--- src/design/mbs_pkg.sv ---
package mbs_pkg;

  localparam logic [7:0] FC_READ_HOLD  = 8'h03;
  localparam logic [7:0] FC_READ_INPUT = 8'h04;
  localparam logic [7:0] FC_WRITE_ONE  = 8'h06;
  localparam logic [7:0] FC_WRITE_MANY = 8'h10;

  localparam logic [7:0] EXC_ADDRESS = 8'h02;
  localparam logic [7:0] EXC_VALUE   = 8'h03;

  localparam logic [7:0] UNKNOWN_LEN = 8'hff;

  localparam logic [1:0] CFG_DEVICE_ADDRESS = 2'd0;
  localparam logic [1:0] CFG_BASE_ADDRESS   = 2'd1;
  localparam logic [1:0] CFG_WINDOW_SIZE    = 2'd2;
  localparam logic [1:0] CFG_TIMEOUT_TICKS  = 2'd3;

  // handoff from the frame collector to the executor
  typedef struct packed {
    logic [7:0] addr;
    logic [7:0] fc;
    logic [15:0] start;
    logic [15:0] count;
    logic [7:0] byte_count;
  } frame_hdr_t;

  function automatic logic [15:0] crc_byte(input logic [15:0] c_in, input logic [7:0] b);
    logic [15:0] c;
    c = c_in ^ {8'h00, b};
    for (int k = 0; k < 8; k++) begin
      if (c[0]) c = (c >> 1) ^ 16'hA001;
      else c = c >> 1;
    end
    return c;
  endfunction

endpackage

--- src/design/mbs_front.sv ---
module mbs_front #(
  parameter int FRAME_BYTES = 64
) (
  input  logic clk,
  input  logic rst,
  input  logic in_valid,
  output logic in_ready,
  input  logic command,
  input  logic [7:0] rx_byte,
  input  logic [7:0] device_address,
  input  logic [15:0] timeout_ticks,
  // frame handoff
  output logic hdr_valid,
  input  logic hdr_ready,
  output mbs_pkg::frame_hdr_t hdr,
  // payload bytes of a 0x10 frame, read by the back part
  input  logic pay_busy,
  input  logic [$clog2(FRAME_BYTES)-1:0] pay_addr,
  output logic [7:0] pay_data
);
  localparam int AW = $clog2(FRAME_BYTES);
  localparam int CW = $clog2(FRAME_BYTES + 1);

  logic [7:0] frame_buffer [FRAME_BYTES];
  logic [CW-1:0] received_count;
  logic [7:0] expected_length;
  logic receiving;
  logic [15:0] frame_timer;
  logic [15:0] running_crc;
  logic [7:0] b0, b1, b2, b3, b4, b5, b6;

  // one frame held for the back part at a time: stall intake while it is pending
  // or while its payload is still being copied out of the buffer
  assign in_ready = !hdr_valid && !pay_busy;

  logic [CW-1:0] cnt_base, cnt_new;
  logic [15:0] crc_base, crc_new;
  logic [7:0] fc_now, exp_new;
  logic [8:0] need;
  logic drop, done;

  always_comb begin
    cnt_base = receiving ? received_count : '0;
    crc_base = receiving ? running_crc : 16'hFFFF;
    cnt_new = cnt_base + 1'b1;
    crc_new = mbs_pkg::crc_byte(crc_base, rx_byte);
    fc_now = (cnt_base == CW'(1)) ? rx_byte : b1;
    need = 9'd9 + {1'b0, rx_byte};
    exp_new = receiving ? expected_length : mbs_pkg::UNKNOWN_LEN;
    drop = 1'b0;
    if (cnt_base >= CW'(FRAME_BYTES)) drop = 1'b1;
    else if (exp_new == mbs_pkg::UNKNOWN_LEN) begin
      if (cnt_new >= CW'(2) && (fc_now == mbs_pkg::FC_READ_HOLD ||
          fc_now == mbs_pkg::FC_READ_INPUT || fc_now == mbs_pkg::FC_WRITE_ONE))
        exp_new = 8'd8;
      else if (cnt_new >= CW'(7)) begin
        if (fc_now != mbs_pkg::FC_WRITE_MANY) drop = 1'b1;
        else if (need > 9'(FRAME_BYTES) || need >= 9'd254) drop = 1'b1;
        else exp_new = need[7:0];
      end
    end
    done = !drop && exp_new != mbs_pkg::UNKNOWN_LEN && {1'b0, cnt_new} >= (CW+1)'(exp_new);
  end

  always_ff @(posedge clk) begin
    if (rst) begin
      received_count <= '0;
      expected_length <= mbs_pkg::UNKNOWN_LEN;
      receiving <= 1'b0;
      frame_timer <= '0;
      running_crc <= 16'hFFFF;
      hdr_valid <= 1'b0;
    end else begin
      if (hdr_valid && hdr_ready) hdr_valid <= 1'b0;
      if (in_valid && in_ready) begin
        if (command) begin
          if (receiving) begin
            if (frame_timer != 16'hFFFF && frame_timer + 16'd1 >= timeout_ticks ||
                frame_timer == 16'hFFFF && frame_timer >= timeout_ticks) begin
              receiving <= 1'b0;
              frame_timer <= '0;
            end else if (frame_timer != 16'hFFFF) frame_timer <= frame_timer + 16'd1;
          end
        end else if (drop || done) begin
          receiving <= 1'b0;
          frame_timer <= '0;
          received_count <= '0;
          expected_length <= mbs_pkg::UNKNOWN_LEN;
          running_crc <= 16'hFFFF;
          if (done && crc_new == 16'h0000 && ((cnt_base == '0) ? rx_byte : b0) == device_address)
            hdr_valid <= 1'b1;
        end else begin
          if (!receiving) frame_timer <= '0;
          receiving <= 1'b1;
          received_count <= cnt_new;
          expected_length <= exp_new;
          running_crc <= crc_new;
        end
      end
    end
  end

  // header bytes captured as they arrive, payload kept in the buffer
  always_ff @(posedge clk) begin
    if (in_valid && in_ready && !command && cnt_base < CW'(FRAME_BYTES)) begin
      frame_buffer[cnt_base[AW-1:0]] <= rx_byte;
      case (cnt_base)
        CW'(0): b0 <= rx_byte;
        CW'(1): b1 <= rx_byte;
        CW'(2): b2 <= rx_byte;
        CW'(3): b3 <= rx_byte;
        CW'(4): b4 <= rx_byte;
        CW'(5): b5 <= rx_byte;
        CW'(6): b6 <= rx_byte;
        default: ;
      endcase
    end
    pay_data <= frame_buffer[pay_addr];
  end

  assign hdr = '{addr: b0, fc: b1, start: {b2, b3}, count: {b4, b5}, byte_count: b6};
endmodule

--- src/design/mbs_back.sv ---
module mbs_back #(
  parameter int FRAME_BYTES = 64,
  parameter int STORE_WORDS = 64,
  parameter int MAX_REGS_PER_REQUEST = 16
) (
  input  logic clk,
  input  logic rst,
  input  logic hdr_valid,
  output logic hdr_ready,
  input  mbs_pkg::frame_hdr_t hdr,
  output logic pay_busy,
  output logic [$clog2(FRAME_BYTES)-1:0] pay_addr,
  input  logic [7:0] pay_data,
  input  logic [15:0] base_address,
  input  logic [6:0] window_size,
  output logic out_valid,
  input  logic out_ready,
  output logic [7:0] tx_byte,
  output logic last
);
  localparam int AW = $clog2(FRAME_BYTES);
  localparam int SW = (STORE_WORDS > 1) ? $clog2(STORE_WORDS) : 1;
  localparam int NW = $clog2(MAX_REGS_PER_REQUEST + 1);

  localparam logic [3:0] S_IDLE = 4'd0, S_CHECK = 4'd1, S_HEAD = 4'd2, S_WRD = 4'd3,
                         S_WRW = 4'd4, S_RDA = 4'd5, S_RDW = 4'd6, S_RDH = 4'd7,
                         S_RDL = 4'd8, S_CRCL = 4'd9, S_CRCH = 4'd10, S_CLR = 4'd11,
                         S_WRH = 4'd12;

  logic [3:0] state;
  logic [15:0] store [STORE_WORDS];
  logic [SW-1:0] clr_idx;
  mbs_pkg::frame_hdr_t h;
  logic [2:0] hidx, hlen;
  logic [7:0] exc_code;
  logic is_exc;
  logic [SW-1:0] idx;
  logic [NW-1:0] i;
  logic [15:0] crc;
  logic [15:0] rd_word;
  logic [7:0] hi_byte;
  logic [7:0] win;
  logic [16:0] off;
  logic [17:0] endp;

  always_comb begin
    win = (32'(window_size) < STORE_WORDS) ? {1'b0, window_size} : 8'(STORE_WORDS);
    off = {1'b0, h.start} - {1'b0, base_address};
    endp = {1'b0, off} + ((h.fc == mbs_pkg::FC_WRITE_ONE) ? 18'd1 : {2'b0, h.count});
  end

  logic [7:0] head_b;
  always_comb begin
    case (hidx)
      3'd0: head_b = h.addr;
      3'd1: head_b = is_exc ? (h.fc | 8'h80) : h.fc;
      3'd2: head_b = is_exc ? exc_code :
                     (h.fc == mbs_pkg::FC_READ_HOLD || h.fc == mbs_pkg::FC_READ_INPUT) ?
                     8'(h.count[7:0] << 1) : h.start[15:8];
      3'd3: head_b = h.start[7:0];
      3'd4: head_b = h.count[15:8];
      default: head_b = h.count[7:0];
    endcase
  end

  logic [7:0] cur;
  always_comb begin
    unique case (state)
      S_HEAD: cur = head_b;
      S_RDH: cur = rd_word[15:8];
      S_RDL: cur = rd_word[7:0];
      S_CRCL: cur = crc[7:0];
      default: cur = crc[15:8];
    endcase
  end

  assign hdr_ready = (state == S_IDLE);
  // the frame buffer must not be refilled until the payload copy is over
  assign pay_busy = (state == S_CHECK || state == S_WRD || state == S_WRH || state == S_WRW);
  assign out_valid = (state == S_HEAD || state == S_RDH || state == S_RDL ||
                      state == S_CRCL || state == S_CRCH);
  assign tx_byte = cur;
  assign last = (state == S_CRCH);
  logic fire;
  assign fire = out_valid && out_ready;
  assign pay_addr = AW'(32'd7 + 32'(i) * 2 + ((state == S_WRH) ? 32'd1 : 32'd0));

  always_ff @(posedge clk) begin
    if (rst) begin
      state <= S_CLR;
      clr_idx <= '0;
    end else begin
      unique case (state)
        S_CLR: begin
          store[clr_idx] <= '0;
          clr_idx <= clr_idx + 1'b1;
          if (32'(clr_idx) == STORE_WORDS - 1) state <= S_IDLE;
        end
        S_IDLE: if (hdr_valid) begin
          h <= hdr;
          state <= S_CHECK;
        end
        S_CHECK: begin
          hidx <= '0;
          crc <= 16'hFFFF;
          i <= '0;
          idx <= SW'(off);
          is_exc <= 1'b1;
          hlen <= 3'd3;
          exc_code <= mbs_pkg::EXC_ADDRESS;
          state <= S_HEAD;
          if (off[16] || endp > {10'd0, win}) begin
          end else if (h.fc == mbs_pkg::FC_WRITE_ONE) begin
            store[SW'(off)] <= h.count;
            is_exc <= 1'b0;
            hlen <= 3'd6;
          end else if (h.count == 16'd0 || h.count > 16'(MAX_REGS_PER_REQUEST)) begin
          end else if (h.fc == mbs_pkg::FC_WRITE_MANY) begin
            if ({9'd0, h.byte_count} != {h.count, 1'b0}) exc_code <= mbs_pkg::EXC_VALUE;
            else begin
              is_exc <= 1'b0;
              hlen <= 3'd6;
              state <= S_WRD;
            end
          end else begin
            is_exc <= 1'b0;
            hlen <= 3'd3;
          end
        end
        // payload copy: high byte then low byte per register
        S_WRD: state <= S_WRH;
        S_WRH: state <= S_WRW;
        S_WRW: begin
          store[idx] <= {hi_byte, pay_data};
          idx <= idx + 1'b1;
          i <= i + 1'b1;
          state <= ({1'b0, i} + 1'b1 == (NW+1)'(h.count)) ? S_HEAD : S_WRD;
        end
        S_HEAD: if (fire) begin
          crc <= mbs_pkg::crc_byte(crc, cur);
          hidx <= hidx + 1'b1;
          if (hidx + 1'b1 == hlen)
            state <= (!is_exc && (h.fc == mbs_pkg::FC_READ_HOLD ||
                      h.fc == mbs_pkg::FC_READ_INPUT)) ? S_RDA : S_CRCL;
        end
        S_RDA: state <= S_RDW;
        S_RDW: state <= S_RDH;
        S_RDH: if (fire) begin
          crc <= mbs_pkg::crc_byte(crc, cur);
          state <= S_RDL;
        end
        S_RDL: if (fire) begin
          crc <= mbs_pkg::crc_byte(crc, cur);
          idx <= idx + 1'b1;
          i <= i + 1'b1;
          state <= ({1'b0, i} + 1'b1 == (NW+1)'(h.count)) ? S_CRCL : S_RDA;
        end
        S_CRCL: if (fire) state <= S_CRCH;
        S_CRCH: if (fire) state <= S_IDLE;
        default: state <= S_IDLE;
      endcase
    end
  end

  always_ff @(posedge clk) begin
    if (state == S_RDA) rd_word <= store[idx];
    if (state == S_WRH) hi_byte <= pay_data;
  end
endmodule

--- src/design/modbus_rtu_register_slave_unit.sv ---
// Modbus RTU register slave. Feed received bytes (tuser 0) and timer ticks (tuser 1) on
// s_axis; the frame collector takes them while tready is high. A complete frame with good CRC
// and matching address is handed to the executor, which reads or writes the register window
// and streams the reply on m_axis, one byte per cycle when tready is high and no register is
// being fetched, tlast on the CRC high byte. The executor checks each frame, copies the payload
// of a multiple write high byte then low byte per register and fetches each register of a read
// before sending it. Intake stalls while a frame waits for the executor or is checked and while
// a multiple write copies its payload. The store is cleared after reset before any reply.
module modbus_rtu_register_slave_unit #(
  parameter int FRAME_BYTES = 64,
  parameter int STORE_WORDS = 64,
  parameter int MAX_REGS_PER_REQUEST = 16
) (
  input  logic clk,
  input  logic rst,
  input  logic s_axis_tvalid,
  output logic s_axis_tready,
  input  logic [7:0] s_axis_tdata,  // rx_byte
  input  logic s_axis_tuser,        // command
  output logic m_axis_tvalid,
  input  logic m_axis_tready,
  output logic [7:0] m_axis_tdata,  // tx_byte
  output logic m_axis_tlast,
  input  logic cfg_valid,
  output logic cfg_ready,
  input  logic [1:0] cfg_index,
  input  logic [15:0] cfg_data
);
  logic [7:0] device_address;
  logic [15:0] base_address;
  logic [6:0] window_size;
  logic [15:0] timeout_ticks;

  assign cfg_ready = 1'b1;
  always_ff @(posedge clk) begin
    if (rst) begin
      device_address <= 8'd1;
      base_address <= 16'd0;
      window_size <= 7'd64;
      timeout_ticks <= 16'd500;
    end else if (cfg_valid) begin
      unique case (cfg_index)
        mbs_pkg::CFG_DEVICE_ADDRESS: device_address <= cfg_data[7:0];
        mbs_pkg::CFG_BASE_ADDRESS: base_address <= cfg_data;
        mbs_pkg::CFG_WINDOW_SIZE: window_size <= cfg_data[6:0];
        mbs_pkg::CFG_TIMEOUT_TICKS: timeout_ticks <= cfg_data;
        default: ;
      endcase
    end
  end

  logic hdr_valid, hdr_ready;
  mbs_pkg::frame_hdr_t hdr;
  logic pay_busy;
  logic [$clog2(FRAME_BYTES)-1:0] pay_addr;
  logic [7:0] pay_data;

  mbs_front #(.FRAME_BYTES(FRAME_BYTES)) u_front (
    .clk, .rst, .in_valid(s_axis_tvalid), .in_ready(s_axis_tready),
    .command(s_axis_tuser), .rx_byte(s_axis_tdata), .device_address, .timeout_ticks,
    .hdr_valid, .hdr_ready, .hdr, .pay_busy, .pay_addr, .pay_data
  );

  mbs_back #(.FRAME_BYTES(FRAME_BYTES), .STORE_WORDS(STORE_WORDS),
             .MAX_REGS_PER_REQUEST(MAX_REGS_PER_REQUEST)) u_back (
    .clk, .rst, .hdr_valid, .hdr_ready, .hdr, .pay_busy, .pay_addr, .pay_data,
    .base_address, .window_size, .out_valid(m_axis_tvalid), .out_ready(m_axis_tready),
    .tx_byte(m_axis_tdata), .last(m_axis_tlast)
  );
endmodule
--- config.mk ---
export PLATFORM = sky130hd
export DESIGN_NAME = modbus_rtu_register_slave_unit
export DESIGN_NICKNAME = d
export VERILOG_FILES = /design/src/design/mbs_pkg.sv /design/src/design/mbs_front.sv /design/src/design/mbs_back.sv /design/src/design/modbus_rtu_register_slave_unit.sv
export SDC_FILE = /design/constraint.sdc
export NUM_CORES = 2
export LEC_CHECK = 0
export BUFFER_PORTS_ARGS = -buffer_cell sky130_fd_sc_hd__buf_2
export CAP_MARGIN = 20
export CELL_PAD_IN_SITES_DETAIL_PLACEMENT = 1
export CELL_PAD_IN_SITES_GLOBAL_PLACEMENT = 1
export CORE_AREA = 2 2 450 407
export DETAILED_ROUTE_END_ITERATION = 12
export DIE_AREA = 0 0 452 409
export PLACE_DENSITY_LB_ADDON = 0.2
export SYNTH_ARGS = -nofsm -noshare
export SYNTH_HDL_FRONTEND = slang
export SYNTH_SLANG_ARGS = --single-unit
--- constraint.sdc ---
create_clock -name clk -period 14.71 [get_ports clk]
set_input_delay 2.2065 -clock clk [delete_from_list [all_inputs] [get_ports clk]]
set_output_delay 2.2065 -clock clk [all_outputs]
set_load 0.01 [all_outputs]
# Word-level counts from Yosys, hierarchy flattened
# Memories as Yosys holds them, arrays and structs flattened. A register that Yosys moved wholly into a read port is not among the register bits.
# Cells that the tools add are included.
[totals]
ff_bits = 268
mem_bits_rw = 1536
in_bits = 32
out_inout_bits = 12
elab_cells = 399
mem_count = 2
[op_classes]
add_sub_neg = 12
n_lt_le_gt_ge = 12
n_eq_ne = 53
muxes = 189
bitwise = 35
reduce_logical = 63
[memory_table]
columns = ["memory", "depth", "width", "read_ports", "rd_clocked_by_memory_dff", "write_ports", "line_no", "rtl"]
rows = [
  ["u_back.store", 64, 16, 1, 1, 1, "mbs_back.sv:31", "logic [15:0] store [STORE_WORDS];"],
  ["u_front.frame_buffer", 64, 8, 1, 1, 1, "mbs_front.sv:24", "logic [7:0] frame_buffer [FRAME_BYTES];"],
]
[ops]
columns = ["op", "count"]
rows = [
  ["two-way mux 16 bit", 105],
  ["two-way mux 8 bit", 13],
  ["NOT 2 -> 3 bit", 30],
  ["case mux 16 bit (4 select lines)", 1],
  ["two-way mux 4 bit", 14],
  ["case mux 4 bit (13 select lines)", 1],
  ["case mux 8 bit (5 select lines)", 1],
  ["two-way mux 1 bit", 38],
  ["equality test 8 x 3 -> 1 bit (second input constant)", 4],
  [">= comparator 16 bit", 2],
  ["zero test 16 bit", 2],
  ["case mux 8 bit (4 select lines)", 1],
  ["OR reduction 16 bit", 2],
  ["XOR 16 x 8 -> 16 bit", 2],
  ["AND reduction 2 bit", 11],
  ["equality test 7 x 3 -> 1 bit (second input constant)", 3],
  ["two-way mux 7 bit", 3],
  ["equality test 4 bit (second input constant)", 5],
  ["adder 17 x 18 -> 18 bit", 1],
  ["greater-than comparator 18 x 8 -> 1 bit", 1],
  ["two-way mux 6 bit", 3],
  ["case mux 6 bit (3 select lines)", 1],
  ["inequality test 8 x 17 -> 1 bit", 1],
  ["subtractor 16 x 16 -> 17 bit", 1],
  ["other kinds (62)", 118],
]

# Logic depth before layout (Yosys ltp)
[logic_depth]
ltp_word = 46
ltp_mapped = 30
ltp_nobuf = 27

# By module
# Synthesis repeated with hierarchy kept, for this count alone.
[unflattened]
hier_cells = 4052
area_unflattened_um2 = 76139.3
[modules_own_cells]
columns = ["module", "instances", "cells_each", "area_per_inst_um2"]
rows = [
  ["mbs_back", 1, 2405, 47978.5],
  ["mbs_front", 1, 1463, 26221.4],
  ["modbus_rtu_register_slave_unit", 1, 184, 1939.4],
]

# Least setup slack after synthesis
# OpenSTA, ideal clock, no wires.
[synth_path]
kind = "input to register"
startpoint = "input port rst"
endpoint = "register u_back.h[0] in the netlist's numbering, enable pin"
t_arrival_ns = 6.914
required_ns = 14.160
setup_slack_ns = 7.246
stages = 4
cell_sequence = "clkbuf_1 clkbuf_1 clkbuf_1 nor3b_1"
[synth_via]
elab_chain_len = 2
[synth_lines]
columns = ["item", "line_no", "rtl"]
rows = [
  ["from (decl)", "modbus_rtu_register_slave_unit.sv:15", "input logic rst,"],
  ["NOT 1 bit (no source line)", "--", ""],
  ["AND reduction 3 bit (no source line)", "--", ""],
  ["to (signal assigned)", "mbs_back.sv:100", "h <= hdr;"],
  ["to (decl)", "mbs_back.sv:33", "mbs_pkg::frame_hdr_t h;"],
]
# No other way between the ends.
# A chain may end at the register's enable or synchronous reset.

# Final worst setup path
[layout_path]
startpoint = "register base_address[1]"
endpoint = "memory u_back.store[61][0], enable pin"
[layout_via]
elab_chain_len = 11
elab_cells_between_ends = 13
classes_between = "add/sub: 2; order compare: 1; mux: 8; reduce/logical: 2"
[layout_lines]
columns = ["item", "line_no", "rtl"]
rows = [
  ["from (decl)", "modbus_rtu_register_slave_unit.sv:30", "logic [15:0] base_address;"],
  ["from (signal assigned)", "modbus_rtu_register_slave_unit.sv:44", "mbs_pkg::CFG_BASE_ADDRESS: base_address <= cfg_data;"],
  ["subtractor 16 x 16 -> 17 bit *", "mbs_back.sv:48", "off = {1'b0, h.start} - {1'b0, base_address};"],
  ["adder 17 x 18 -> 18 bit", "mbs_back.sv:49", "endp = {1'b0, off} + ((h.fc == mbs_pkg::FC_WRITE_ONE) ? 18'd1 : {2'b0, h.count});"],
  ["greater-than comparator 18 x 8 -> 1 bit", "mbs_back.sv:112", "if (off[16] || endp > {10'd0, win}) begin"],
  ["logical OR 1 bit", "mbs_back.sv:112", ""],
  ["two-way mux 1 bit", "mbs_back.sv:112", ""],
  ["two-way mux 1 bit", "mbs_back.sv:93", "unique case (state)"],
  ["two-way mux 1 bit", "mbs_back.sv:89", "if (rst) begin"],
  ["two-way mux 1 bit (implied by the code)", "mbs_back.sv:114", "store[SW'(off)] <= h.count;"],
  ["OR reduction 16 bit (no source line)", "--", ""],
  ["two-way mux 6 bit (no source line) or two-way mux 1 bit (tied branches) (2 in a row)", "--", ""],
  ["to (decl)", "mbs_back.sv:31", ""],
]
# Mark *: on every way between the ends. The rest lies on a longest branch, timed or not.

==> impl_metrics.xml <==
<?xml version="1.0" encoding="UTF-8"?>
<metrics>
  <group name="cells_and_area">
    <metric name="drive_above_1_share" unit="">0.2407</metric>
    <metric name="nFillCells" unit="">16680</metric>
    <metric name="layout-area-overhead-vs-synth" unit="%">12.48</metric>
    <metric name="num-nets-final" unit="">4304</metric>
    <metric name="stdcell_count" unit="">6739</metric>
  </group>
  <group name="power">
    <metric name="pwr-share-comb" unit="">0.088</metric>
    <metric name="ir_drop" unit="mV">0.1146</metric>
    <metric name="total_switching_power" unit="mW">2.707</metric>
    <metric name="clock_power_share" unit="">0.411</metric>
    <metric name="internal_power" unit="mW">8.729</metric>
    <metric name="static_leakage_power" unit="nW">25.36</metric>
    <metric name="switching_share" unit="">0.2367</metric>
    <metric name="power_per_cell_area" unit="mW/mm2">134.8</metric>
    <metric name="seqPwrFrac" unit="">0.502</metric>
  </group>
  <group name="placed_design">
    <metric name="detailedPlacementHpwl" unit="um">123200</metric>
    <metric name="placement.io_buffers" unit="">42</metric>
    <metric name="total_placed_cells_including_tap_cells" unit="">6384</metric>
    <metric name="globalplace.congestion" unit="">0.8256</metric>
  </group>
  <group name="synth">
    <metric name="synth_seq_cells" unit="">1820</metric>
    <metric name="synth_edf_count" unit="">1706</metric>
    <metric name="synth_flop_cell" unit="">sky130_fd_sc_hd__edfxtp_1</metric>
    <metric name="synth_mux_area_frac" unit="">0.1584</metric>
    <metric name="netlist.top_cell.by_area" unit="">sky130_fd_sc_hd__edfxtp_1</metric>
    <metric name="post_synth_fa_ha_maj_area_fraction" unit="">0.01663</metric>
    <metric name="synth.top_cells.by_count" unit="">sky130_fd_sc_hd__edfxtp_1, sky130_fd_sc_hd__mux4_2, sky130_fd_sc_hd__nor2_1</metric>
    <metric name="synth_top_family_by_area" unit="">multiplexers</metric>
    <metric name="synth_seq_area_share" unit="">0.7097</metric>
    <metric name="synth_xor_area_frac" unit="">0.01424</metric>
    <metric name="post_synth_instance_area" unit="mm2">0.07540</metric>
    <metric name="syn_avg_cell_area" unit="um2">18.49</metric>
    <metric name="yosys_warnings" unit="">0</metric>
    <metric name="async_reset_ff_frac" unit="">0</metric>
    <metric name="synth.lib_cells_used.distinct" unit="">96</metric>
    <metric name="compound_cell_area_share_of_the_yosys_netlist" unit="">0.03818</metric>
    <metric name="most_common_cell_in_the_netlist" unit="">sky130_fd_sc_hd__edfxtp_1</metric>
    <metric name="post_synth_and_or_nand_nor_area_fraction" unit="">0.04772</metric>
    <metric name="synth.top_cell.area_share" unit="">0.6794</metric>
    <metric name="synth.area.top_cells" unit="">sky130_fd_sc_hd__edfxtp_1, sky130_fd_sc_hd__mux4_2, sky130_fd_sc_hd__dfxtp_1</metric>
    <metric name="postSynthCellCount" unit="">4079</metric>
    <metric name="synthesis.nets" unit="">4210</metric>
  </group>
  <group name="detailed_routing">
    <metric name="dr.first_iter.drc_count" unit="">3884</metric>
    <metric name="routed-via-count" unit="">39030</metric>
    <metric name="drt-total-wl" unit="um">194400</metric>
    <metric name="detailedRoute.firstPassIterationCount" unit="">5</metric>
    <metric name="remaining_routing_drc_violations" unit="">0</metric>
    <metric name="wire_per_inst" unit="um">28.85</metric>
    <metric name="drtAntennaViolNets" unit="">0</metric>
    <metric name="vias_per_cell" unit="">5.792</metric>
  </group>
  <group name="critical_path">
    <metric name="critical-path-top-delay-family" unit="">simple AND/OR/NAND/NOR gates</metric>
    <metric name="worst_path_max_delay_cell" unit="">sky130_fd_sc_hd__nor2_2</metric>
    <metric name="critPathRequiredTime" unit="ns">15.13</metric>
    <metric name="worst_setup_path_end_kind" unit="">flop</metric>
    <metric name="cp-start-kind" unit="">flop</metric>
    <metric name="arrival" unit="ns">9.08</metric>
    <metric name="critical_path.max_fanout" unit="">17</metric>
    <metric name="crit_path_max_incr_delay" unit="ns">0.96</metric>
    <metric name="worst-path-buf-inv" unit="">1</metric>
    <metric name="critPathKind" unit="">flop to flop</metric>
  </group>
  <group name="floorplan">
    <metric name="fp-row-count" unit="">148</metric>
    <metric name="floorplan.die.height" unit="um">409</metric>
    <metric name="design.portCount" unit="">44</metric>
    <metric name="initial_core_util" unit="">0.4185</metric>
    <metric name="fp.dieW" unit="um">452</metric>
    <metric name="full_die_area" unit="mm2">0.1849</metric>
    <metric name="core_area" unit="mm2">0.1802</metric>
  </group>
  <group name="status">
    <metric name="outcome" unit="">completed</metric>
  </group>
  <group name="job">
    <metric name="maxCapViolCount" unit="">0</metric>
  </group>
  <group name="worst_hold_path">
    <metric name="hp-class" unit="">flop to flop</metric>
  </group>
  <group name="sta">
    <metric name="maxSlewHeadroom" unit="">0.2775</metric>
    <metric name="worst-slew-pin-transition" unit="ns">1.080</metric>
    <metric name="layout_min_cycle_time" unit="ns">8.657</metric>
    <metric name="final.setup_skew" unit="ns">0.07178</metric>
    <metric name="final.setup.tns" unit="ns">0</metric>
    <metric name="timing_hold_violations_final" unit="">0</metric>
    <metric name="timing.final.crit_share" unit="">0.5885</metric>
    <metric name="report.final.slew_viol_count" unit="">0</metric>
    <metric name="fmax" unit="GHz">0.1155</metric>
    <metric name="unrepaired_setup_endpoints_after_global_routing" unit="">false</metric>
    <metric name="finalSetupViolations" unit="">0</metric>
  </group>
  <group name="global_route">
    <metric name="grt_busiest_layer" unit="">met1</metric>
    <metric name="first_global_vias" unit="">40270</metric>
    <metric name="grt_usage" unit="">0.2118</metric>
    <metric name="global_route.overflow_total" unit="">0</metric>
    <metric name="globalRouteMet3Util" unit="">0.02992</metric>
    <metric name="antenna_found_initial" unit="">10</metric>
    <metric name="grt_start_max_net_pins" unit="">138</metric>
    <metric name="m2_gr_usage" unit="">0.3182</metric>
    <metric name="met1_usage" unit="">0.3267</metric>
    <metric name="wire_length_of_the_first_global_routing_pass" unit="um">287400</metric>
  </group>
  <group name="clock_network">
    <metric name="cts_htree_levels" unit="">4</metric>
    <metric name="tritoncts" unit="">done</metric>
    <metric name="clock_tree.buffer_depth" unit="">3</metric>
    <metric name="post-cts-setup-buffer-count" unit="">0</metric>
    <metric name="clock-sinks" unit="">1820</metric>
    <metric name="cts_made_buffers" unit="">185</metric>
    <metric name="clk_pin_slew_worst_paths" unit="ns">0.06</metric>
    <metric name="insertion_delay" unit="ns">0.84</metric>
    <metric name="ctsHoldBuffers" unit="">0</metric>
    <metric name="post_cts_resize_count" unit="">0</metric>
    <metric name="clock_tree.root_cell" unit="">sky130_fd_sc_hd__clkbuf_16</metric>
  </group>
</metrics>
layout make-up:
type	instances	area, um2	area share
Tap cell	2400	3003	0.03540
Multi-Input combinational cell	1961	21040	0.2481
Clock buffer	227	4850	0.05718
Timing Repair Buffer	127	897.1	0.01058
Inverter	78	300.3	0.003540
Sequential cell	1820	53510	0.6309
Clock inverter	120	1201	0.01416
Antenna cell	6	15.01	0.0001770
routing by layer:
metal | part of all wire | vias up | routed length (um)
met1 | 0.47 | 20940 | 91130
met2 | 0.46 | 1139 | 88970
li1 | - | 16710 | -
met4 | 0.021 | 0 | 4010
met3 | 0.053 | 242 | 10330
met5 | 0 | - | 0
through the flow:
step	setup slack, ns	util	total power, mW	cell area [um2]	hold WS (ns)
CTS	6.114	0.4705	11.55	84780	0.4163
floorplan	7.246	-	6.478	75400	0.4003
global route	5.407	0.4707	11.81	84800	0.4221
finish	6.054	0.4707	11.44	84820	0.4084
detailed placement	6.181	0.4370	6.855	78730	0.4052
global placement	6.295	0.4370	6.847	78730	0.4013
cell families after synthesis:
family / Yosys count
compound gates: 431
other cells: 1
xor+xnor: 121
fa+ha+maj: 99
simple gates: 749
flops: 1820
buf+inv: 298
mux: 560
power by group through the flow:
stage	logic (mW)	registers, mW	clock network, mW
CTS	1.01	5.74	4.80
global route	1.08	5.74	4.98
global placement	1.00	5.84	0
floorplan	0.662	5.82	0
detailed placement	1.01	5.85	0
finish	1.00	5.74	4.70
cell usage in the layout, fill, tap and decap left out, types with 53 or more instances in the layout:
master                      synthesis  routed
sky130_fd_sc_hd__a21oi_1          130     130
sky130_fd_sc_hd__buf_4              2      84
sky130_fd_sc_hd__clkbuf_16          0     187
sky130_fd_sc_hd__dfxtp_1          114     114
sky130_fd_sc_hd__edfxtp_1        1706    1706
sky130_fd_sc_hd__ha_1              97      96
sky130_fd_sc_hd__inv_1             77      77
sky130_fd_sc_hd__mux4_2           504     504
sky130_fd_sc_hd__nand2_1          184     184
sky130_fd_sc_hd__nand2b_1          53      53
sky130_fd_sc_hd__nand3_1           61      61
sky130_fd_sc_hd__nor2_1           251     205
sky130_fd_sc_hd__o21ai_0           78      78
sky130_fd_sc_hd__xnor2_1           71      69
worst paths after layout:
path	cells after the start	startpoint	end	slack, ns
max	27	base_address[1]	u_back.store[61][0]	6.05
max reg2reg	27	base_address[1]	u_back.store[61][0]	6.05
min reg2reg	0	u_front.b2[1]	u_back.h[33]	0.41
min	0	u_front.b2[1]	u_back.h[33]	0.41
state kept, by name, indices dropped and copies added, names as in the netlist, 16 cells and up:
register              count
u_front.frame_buffer    512
u_front.running_crc      16
base_address             16
u_front.frame_timer      16
u_back.store           1024
u_back.crc               16
u_back.h                 56
u_back.rd_word           16
timeout_ticks            16
worst register-to-register path: stages (launching register included):
cell and delay (ns):
sky130_fd_sc_hd__dfxtp_1 0.38, sky130_fd_sc_hd__inv_1 0.06, sky130_fd_sc_hd__ha_1 0.28, sky130_fd_sc_hd__nor2b_1 0.14
sky130_fd_sc_hd__o31a_1 0.31, sky130_fd_sc_hd__o211a_1 0.34, sky130_fd_sc_hd__o21ai_0 0.24, sky130_fd_sc_hd__a21boi_0 0.15
sky130_fd_sc_hd__o21ai_0 0.22, sky130_fd_sc_hd__a21boi_0 0.16, sky130_fd_sc_hd__o21a_1 0.20, sky130_fd_sc_hd__nor2_1 0.16
sky130_fd_sc_hd__o21bai_1 0.11, sky130_fd_sc_hd__a21oi_1 0.19, sky130_fd_sc_hd__xnor2_1 0.15, sky130_fd_sc_hd__ha_1 0.37
sky130_fd_sc_hd__nand4_1 0.21, sky130_fd_sc_hd__nor3_1 0.06, sky130_fd_sc_hd__a2111oi_0 0.40, sky130_fd_sc_hd__nand3_1 0.15
sky130_fd_sc_hd__a211oi_1 0.23, sky130_fd_sc_hd__nand3_1 0.17, sky130_fd_sc_hd__nor4_1 0.39, sky130_fd_sc_hd__and4bb_2 0.39
sky130_fd_sc_hd__and2_1 0.67, sky130_fd_sc_hd__a21oi_2 0.35, sky130_fd_sc_hd__or3_1 0.78, sky130_fd_sc_hd__nor2_2 0.97
No activity file was read; power rests on OpenSTA's default activity.
